==> config.mk <==
export PLATFORM = sky130hd
export DESIGN_NAME = base64_stream_decoder
export DESIGN_NICKNAME = d
export VERILOG_FILES = /design/src/rtl/b64d_pkg.sv /design/src/rtl/b64d_decode.sv /design/src/rtl/b64d_fifo.sv /design/src/rtl/base64_stream_decoder.sv
export SDC_FILE = /design/constraint.sdc
export NUM_CORES = 1
export LEC_CHECK = 0
export BUFFER_PORTS_ARGS = -buffer_cell sky130_fd_sc_hd__buf_2
export CAP_MARGIN = 40
export CORE_UTILIZATION = 32
export DETAILED_ROUTE_END_ITERATION = 6
export SYNTH_ARGS = -nofsm -noshare
export SYNTH_HDL_FRONTEND = slang
export SYNTH_SLANG_ARGS = --single-unit
==> constraint.sdc <==
create_clock -name clk -period 6.6 [get_ports clk]
set_clock_uncertainty 0.05 [all_clocks]
set_input_delay 1.32 -clock clk [delete_from_list [all_inputs] [get_ports clk]]
set_output_delay 1.32 -clock clk [all_outputs]
set_load 0.02 [all_outputs]
==> src/rtl/b64d_pkg.sv <==
// shared types, constants and the alphabet lookup for the base64 stream decoder
package b64d_pkg;

  localparam logic [7:0] CHAR_CR   = 8'h0D;
  localparam logic [7:0] CHAR_LF   = 8'h0A;
  localparam logic [7:0] CHAR_EQ   = 8'h3D;
  localparam logic [7:0] CHAR_DOT  = 8'h2E;
  localparam int unsigned MAX_RES  = 3;

  // one result item
  typedef struct packed {
    logic [7:0] data;
    logic       byte_valid;
    logic       is_last;
    logic       error;
  } res_t;

  // results caused by one input item
  typedef struct packed {
    logic [1:0]       count;
    res_t [MAX_RES-1:0] item;
  } res_group_t;

  // alphabet lookup on the low 7 bits; bad is set for characters outside the table
  typedef struct packed {
    logic       bad;
    logic [5:0] val;
  } sextet_t;

  function automatic sextet_t sextet_of(input logic [6:0] c);
    sextet_t s;
    logic [6:0] v;
    s.bad = 1'b0;
    v     = 7'd0;
    case (c) inside
      [7'h41:7'h5A]: v = c - 7'h41;
      [7'h61:7'h7A]: v = c - 7'h47;
      [7'h30:7'h39]: v = c + 7'h04;
      7'h2B, 7'h2D:  v = 7'd62;
      7'h2F, 7'h5F:  v = 7'd63;
      7'h3D:         v = 7'd0;
      default:       s.bad = 1'b1;
    endcase
    s.val = v[5:0];
    return s;
  endfunction

endpackage

==> src/rtl/b64d_decode.sv <==
// group state and per-item decode: turns one accepted character into up to three results
module b64d_decode
  import b64d_pkg::*;
(
  input  logic       clk,
  input  logic       rst_n,
  input  logic       accept,
  input  logic [7:0] in_char,
  input  logic       in_end_of_input,
  output res_group_t group
);

  logic [17:0] store_r, store_nxt;
  logic [1:0]  pos_r, pos_nxt;
  logic        third_r, third_nxt;
  logic        failed_r, failed_nxt;

  logic        is_crlf, pad, bad, failed_cur;
  logic [5:0]  val;
  logic [23:0] grp;
  logic [1:0]  cnt;
  sextet_t     lk;

  always_comb begin
    group       = '0;
    store_nxt   = store_r;
    pos_nxt     = pos_r;
    third_nxt   = third_r;
    failed_nxt  = failed_r;

    is_crlf    = (in_char == CHAR_CR) || (in_char == CHAR_LF);
    pad        = (in_char == CHAR_EQ) || (in_char == CHAR_DOT);
    lk         = sextet_of(in_char[6:0]);
    bad        = !pad && lk.bad;
    val        = (pad || lk.bad) ? 6'd0 : lk.val;
    failed_cur = failed_r | bad;
    grp        = {store_r, val};
    cnt        = 2'd3;

    if (is_crlf) begin
      if (in_end_of_input) begin
        group.count   = 2'd1;
        group.item[0] = '{data: 8'd0, byte_valid: 1'b0, is_last: 1'b1,
                          error: failed_r | (pos_r != 2'd0)};
        store_nxt  = '0;
        pos_nxt    = '0;
        third_nxt  = 1'b0;
        failed_nxt = 1'b0;
      end
    end else if (pos_r != 2'd3) begin
      failed_nxt = failed_cur;
      if (pos_r == 2'd2) begin
        third_nxt = pad;
      end
      store_nxt = {store_r[11:0], val};
      pos_nxt   = pos_r + 2'd1;
      if (in_end_of_input) begin
        // incomplete final group: drop partial bytes, flag it
        group.count   = 2'd1;
        group.item[0] = '{data: 8'd0, byte_valid: 1'b0, is_last: 1'b1, error: 1'b1};
        store_nxt  = '0;
        pos_nxt    = '0;
        third_nxt  = 1'b0;
        failed_nxt = 1'b0;
      end
    end else begin
      if (in_end_of_input) begin
        cnt = 2'd3 - {1'b0, third_r} - {1'b0, pad};
      end
      group.count   = cnt;
      group.item[0] = '{data: grp[23:16], byte_valid: 1'b1,
                        is_last: in_end_of_input && (cnt == 2'd1), error: failed_cur};
      group.item[1] = '{data: grp[15:8], byte_valid: 1'b1,
                        is_last: in_end_of_input && (cnt == 2'd2), error: failed_cur};
      group.item[2] = '{data: grp[7:0], byte_valid: 1'b1,
                        is_last: in_end_of_input && (cnt == 2'd3), error: failed_cur};
      store_nxt  = '0;
      pos_nxt    = '0;
      third_nxt  = 1'b0;
      failed_nxt = in_end_of_input ? 1'b0 : failed_cur;
    end
  end

  always_ff @(posedge clk) begin
    if (!rst_n) begin
      store_r  <= '0;
      pos_r    <= '0;
      third_r  <= 1'b0;
      failed_r <= 1'b0;
    end else if (accept) begin
      store_r  <= store_nxt;
      pos_r    <= pos_nxt;
      third_r  <= third_nxt;
      failed_r <= failed_nxt;
    end
  end

endmodule

==> src/rtl/b64d_fifo.sv <==
// result queue: takes up to three results per cycle, hands out one per cycle while rd_ready is high
module b64d_fifo
  import b64d_pkg::*;
#(
  parameter int DEPTH = 8
) (
  input  logic       clk,
  input  logic       rst_n,
  input  logic       wr_en,
  input  res_group_t wr_group,
  output logic       has_room,
  output logic       rd_valid,
  input  logic       rd_ready,
  output res_t       rd_item
);

  localparam int PW = $clog2(DEPTH);
  localparam int CW = $clog2(DEPTH + 1);

  res_t          mem_r [DEPTH];
  logic [PW-1:0] wr_ptr_r, wr_ptr_nxt, rd_ptr_r, rd_ptr_nxt;
  logic [CW-1:0] count_r, count_nxt;
  logic [PW-1:0] idx [MAX_RES];
  logic [PW:0]   sum [MAX_RES+1];
  logic [1:0]    wr_n;
  logic          rd;

  assign has_room = count_r <= CW'(DEPTH - MAX_RES);
  assign rd_valid = count_r != '0;
  assign rd_item  = mem_r[rd_ptr_r];
  assign rd       = rd_valid && rd_ready;
  assign wr_n     = wr_en ? wr_group.count : 2'd0;

  always_comb begin
    for (int k = 0; k <= MAX_RES; k++) begin
      sum[k] = {1'b0, wr_ptr_r} + (PW+1)'(k);
      if (sum[k] >= (PW+1)'(DEPTH)) begin
        sum[k] = sum[k] - (PW+1)'(DEPTH);
      end
    end
    for (int k = 0; k < MAX_RES; k++) begin
      idx[k] = sum[k][PW-1:0];
    end
    wr_ptr_nxt = sum[wr_n][PW-1:0];
    rd_ptr_nxt = rd_ptr_r;
    if (rd) begin
      rd_ptr_nxt = (rd_ptr_r == PW'(DEPTH - 1)) ? '0 : rd_ptr_r + PW'(1);
    end
    count_nxt = count_r + CW'(wr_n) - CW'(rd);
  end

  always_ff @(posedge clk) begin
    for (int k = 0; k < MAX_RES; k++) begin
      if (k < int'(wr_n)) begin
        mem_r[idx[k]] <= wr_group.item[k];
      end
    end
  end

  always_ff @(posedge clk) begin
    if (!rst_n) begin
      wr_ptr_r <= '0;
      rd_ptr_r <= '0;
      count_r  <= '0;
    end else begin
      wr_ptr_r <= wr_ptr_nxt;
      rd_ptr_r <= rd_ptr_nxt;
      count_r  <= count_nxt;
    end
  end

endmodule

==> src/rtl/base64_stream_decoder.sv <==
// top level of the base64 stream decoder: decode stage feeding a result queue
//
// base64 stream decoder. one encoded character is taken per item and one result
// is delivered per cycle while out_ready is high. CR and LF are skipped; the
// standard alphabet plus '-' and '_' is accepted; every fourth character
// completes a group and pushes three bytes. in the final group, '=' or '.' in
// the third and fourth place each drop one byte. an invalid character or a
// stream ending mid-group sets error on the results of that stream (the consumer
// should discard it). the end item always yields one result with is_last set; a
// marker result has byte_valid low. rate: a new item every cycle while the
// result queue has room for three more results (count <= DEPTH-3); results drain
// one per cycle while out_ready is high, so the link keeps pace at the usual 4
// characters in / 3 bytes out.
module base64_stream_decoder
  import b64d_pkg::*;
#(
  parameter int DEPTH = 8   // result queue depth, at least 4
) (
  input  logic       clk,
  input  logic       rst_n,
  // input channel
  input  logic       in_valid,
  output logic       in_ready,
  input  logic [7:0] in_char,
  input  logic       in_end_of_input,
  // result channel
  output logic       out_valid,
  input  logic       out_ready,
  output logic [7:0] out_byte,
  output logic       out_byte_valid,
  output logic       out_is_last,
  output logic       out_error
);

  logic       accept;
  res_group_t group;
  res_t       head;

  // an item is taken only when all its possible results fit in the queue
  assign accept = in_valid && in_ready;

  // decode stage: group state plus lookup, produces 0..3 results
  b64d_decode u_decode (
    .clk             (clk),
    .rst_n           (rst_n),
    .accept          (accept),
    .in_char         (in_char),
    .in_end_of_input (in_end_of_input),
    .group           (group)
  );

  // result queue parts the two sides so input keeps flowing during output stalls
  b64d_fifo #(
    .DEPTH (DEPTH)
  ) u_fifo (
    .clk      (clk),
    .rst_n    (rst_n),
    .wr_en    (accept),
    .wr_group (group),
    .has_room (in_ready),
    .rd_valid (out_valid),
    .rd_ready (out_ready),
    .rd_item  (head)
  );

  // result fields from the queue head
  assign out_byte       = head.data;
  assign out_byte_valid = head.byte_valid;
  assign out_is_last    = head.is_last;
  assign out_error      = head.error;

endmodule

==> metrics.cfg <==
[status]
outcome=complete, no violations

[pwr]
p_leak_nw=3.17
p_total_mw=2.35
cellPowerDensity_nw_per_um2=277
peakVddDrop_v=0.000169

[clock_tree]
hold_buffers=0
clk_path_buf_depth=2
clock_latency_ns=0.43
cts_tree=done
cts_sinks=123
ctsResizeCount=0
cts_setup_buffers=0
path_clk_slew_ns=0.06
htree_num_levels=4
cts_root_buf=clkbuf_16
cts_made_buffers=17

[synth]
synth_warnings=0
synth_ff_type=edfxtp_1
yosysMostFrequentCell=edfxtp_1
synthTopCellsByArea=edfxtp_1 (35%), dfxtp_1 (9.3%), mux2i_1 (9.0%), mux4_2 (6.6%), ha_1 (4.6%)
synth_edf_count=88
syn_nets=740
ys_seq_area_share_pct=44.2
synth_top_area_share_pct=35.0
synth_cell_types=67
synth-seq-cells=123
yosysTopAreaCell=edfxtp_1
netlist_top_cells_count=edfxtp_1 (88), mux2i_1 (68), nand2_1 (45), nand3_1 (42), nor2_1 (42)
syn_inst=698
netlist_area_sq_um=7560
postSynth.asyncResetShare_pct=0
postSynthAreaPerCell_sq_um=10.8

[critical_path]
max_stage_delay_ns=0.57
worstPathCellList=buf_2, inv_1, ha_1, mux2i_1, nor4_4, ha_1, o21ai_0, nand2_1, nor3_2, nand2_1, nand3_1
worstPathRequired_ns=6.61
r2r_slack_ns=2.91
crit_path_max_fanout=15
path_class=input port to flip-flop
critPathCaptureType=flip-flop
crit_slowest_cell=nand3_1
arrival_ns=4.89
start_kind=input port

[cells_and_area]
num_antenna_cells=0
finalInstanceArea_sq_um=8480
fin_nets=733
area_delta_synth_final_pct=12.2
final_layout_size_suffix_gt1_share_pct=16.9

[placement]
hpwl_um=16100
io_buffers=25
place_area_sq_um=7880
place.gp.congestion=0.923
place_ws_ns=1.37

[grt]
grt_pass1_wl_um=34600
grt_use_total_pct=19.5
grt_max_degree=29
grt_pass1_vias=5550
antenna_found_initial=0
grt-ovfl-total=0

[sta]
finalSetupTns_ns=0
slew_violations=0
finalCritPeriodShare_pct=74.0
final-hold-violation-count=0
fmax_mhz=205
min_period_ns=4.88
setup_viol=0
slew_headroom_pct=41.6
timing.final.ws_setup_ns=1.72
rsz0062_at_grt=false
worstMarginPinSlew_ns=0.870
holdWs_ns=0.420

[floorplan]
die_h_um=156
start_util_pct=33.0
ios=26
fp-row-count=55
design.core.area_sq_um=22900
die_w_um=156
dieArea_sq_um=24200

[routing]
finalWirelength_um=22800
dr.pass1.iters=5
drt_iter0_drc=588
vias=5881
via_per_inst=5.78
antenna_left=0
drc=0
post_drt_wl_per_cell_um=22.4

[min_path]
hold_path_class=flip-flop to flip-flop

[job]
maxCapViolCount=0

## routing by layer
metal / up-vias / wire, um / track usage [%]
li1: 2645 / - / -
met1: 2879 / 9930 / 26.4
met2: 310 / 10000 / 30.0
met3: 47 / 2190 / 5.25
met4: 0 / 677 / 6.35
met5: - / 0 / 0
## placed cells by master (no fill, tap or decap), drive strengths merged, types with 13 or more instances in the layout
cell type / n
a22oi: 13
o22ai: 41
nand2: 50
clkbuf: 18
mux2i: 68
nor3: 14
o21ai: 25
mux4: 22
edfxtp: 88
nand3: 42
buf: 33
dfxtp: 35
a21oi: 27
ha: 28
inv: 35
nor2: 43
## registers in the layout, indices dropped and copies added (netlist names), named ones only
name / cells
u_decode.store_r: 18
u_decode.pos_r: 2
u_fifo.mem_r: 88
u_fifo.wr_ptr_r: 1
u_fifo.count_r: 4
u_fifo.rd_ptr_r: 3
u_decode.third_r: 1
u_decode.failed_r: 1
## power breakdown
group	switching, mW	internal [mW]	total [mW]
registers	0.0329	0.859	0.892
clock network	0.361	0.595	0.956
logic	0.305	0.198	0.502
total	0.698	1.65	2.35
## worst paths after layout
check / cells after the start / from / end
worst max-delay path: 11 / in_char[1] / u_fifo.mem_r[5][1]
worst max register to register: 5 / u_fifo.wr_ptr_r[0] / u_fifo.mem_r[7][10]
worst min-delay path: 2 / u_fifo.rd_ptr_r[2] / flip-flop
worst min register to register: 2 / u_fifo.rd_ptr_r[2] / flip-flop
## stage by stage
stage / utilization, % / instances
2_1_floorplan: - / 698
3_3_place_gp: 34.3 / 983
3_5_place_dp: 34.4 / 985
4_1_cts: 37.0 / 1017
5_1_grt: 37.0 / 1017
6_report: 37.0 / 1017
## cells by family after synthesis
family	after synthesis	share of synthesized area (%)
AO/OA/AOI/OAI	165	15.3
XOR/XNOR	8	0.927
adder cells (fa/ha/maj)	29	4.90
buffers and inverters	92	4.97
flip-flops	123	44.2
multiplexers	101	17.2
AND/OR/NAND/NOR	180	12.5
## worst max-delay path, delay by kind of cell
kind            cells  cell delay [ns]
mux                 1             0.17
compound gates      1             0.33
buf+inv             2             0.27
simple gates        5             1.94
fa+ha+maj           2             0.85
## cell type report
cell class | count | area, sq um
repair buffers | 33 | 183
clock inverters | 14 | 169
clock buffers | 18 | 429
flip-flops and latches | 123 | 3340
well taps | 313 | 392
inverters | 33 | 124
fillers | 2227 | 14400
multi-input cells | 483 | 3840
(Power assumes the default switching activity.)
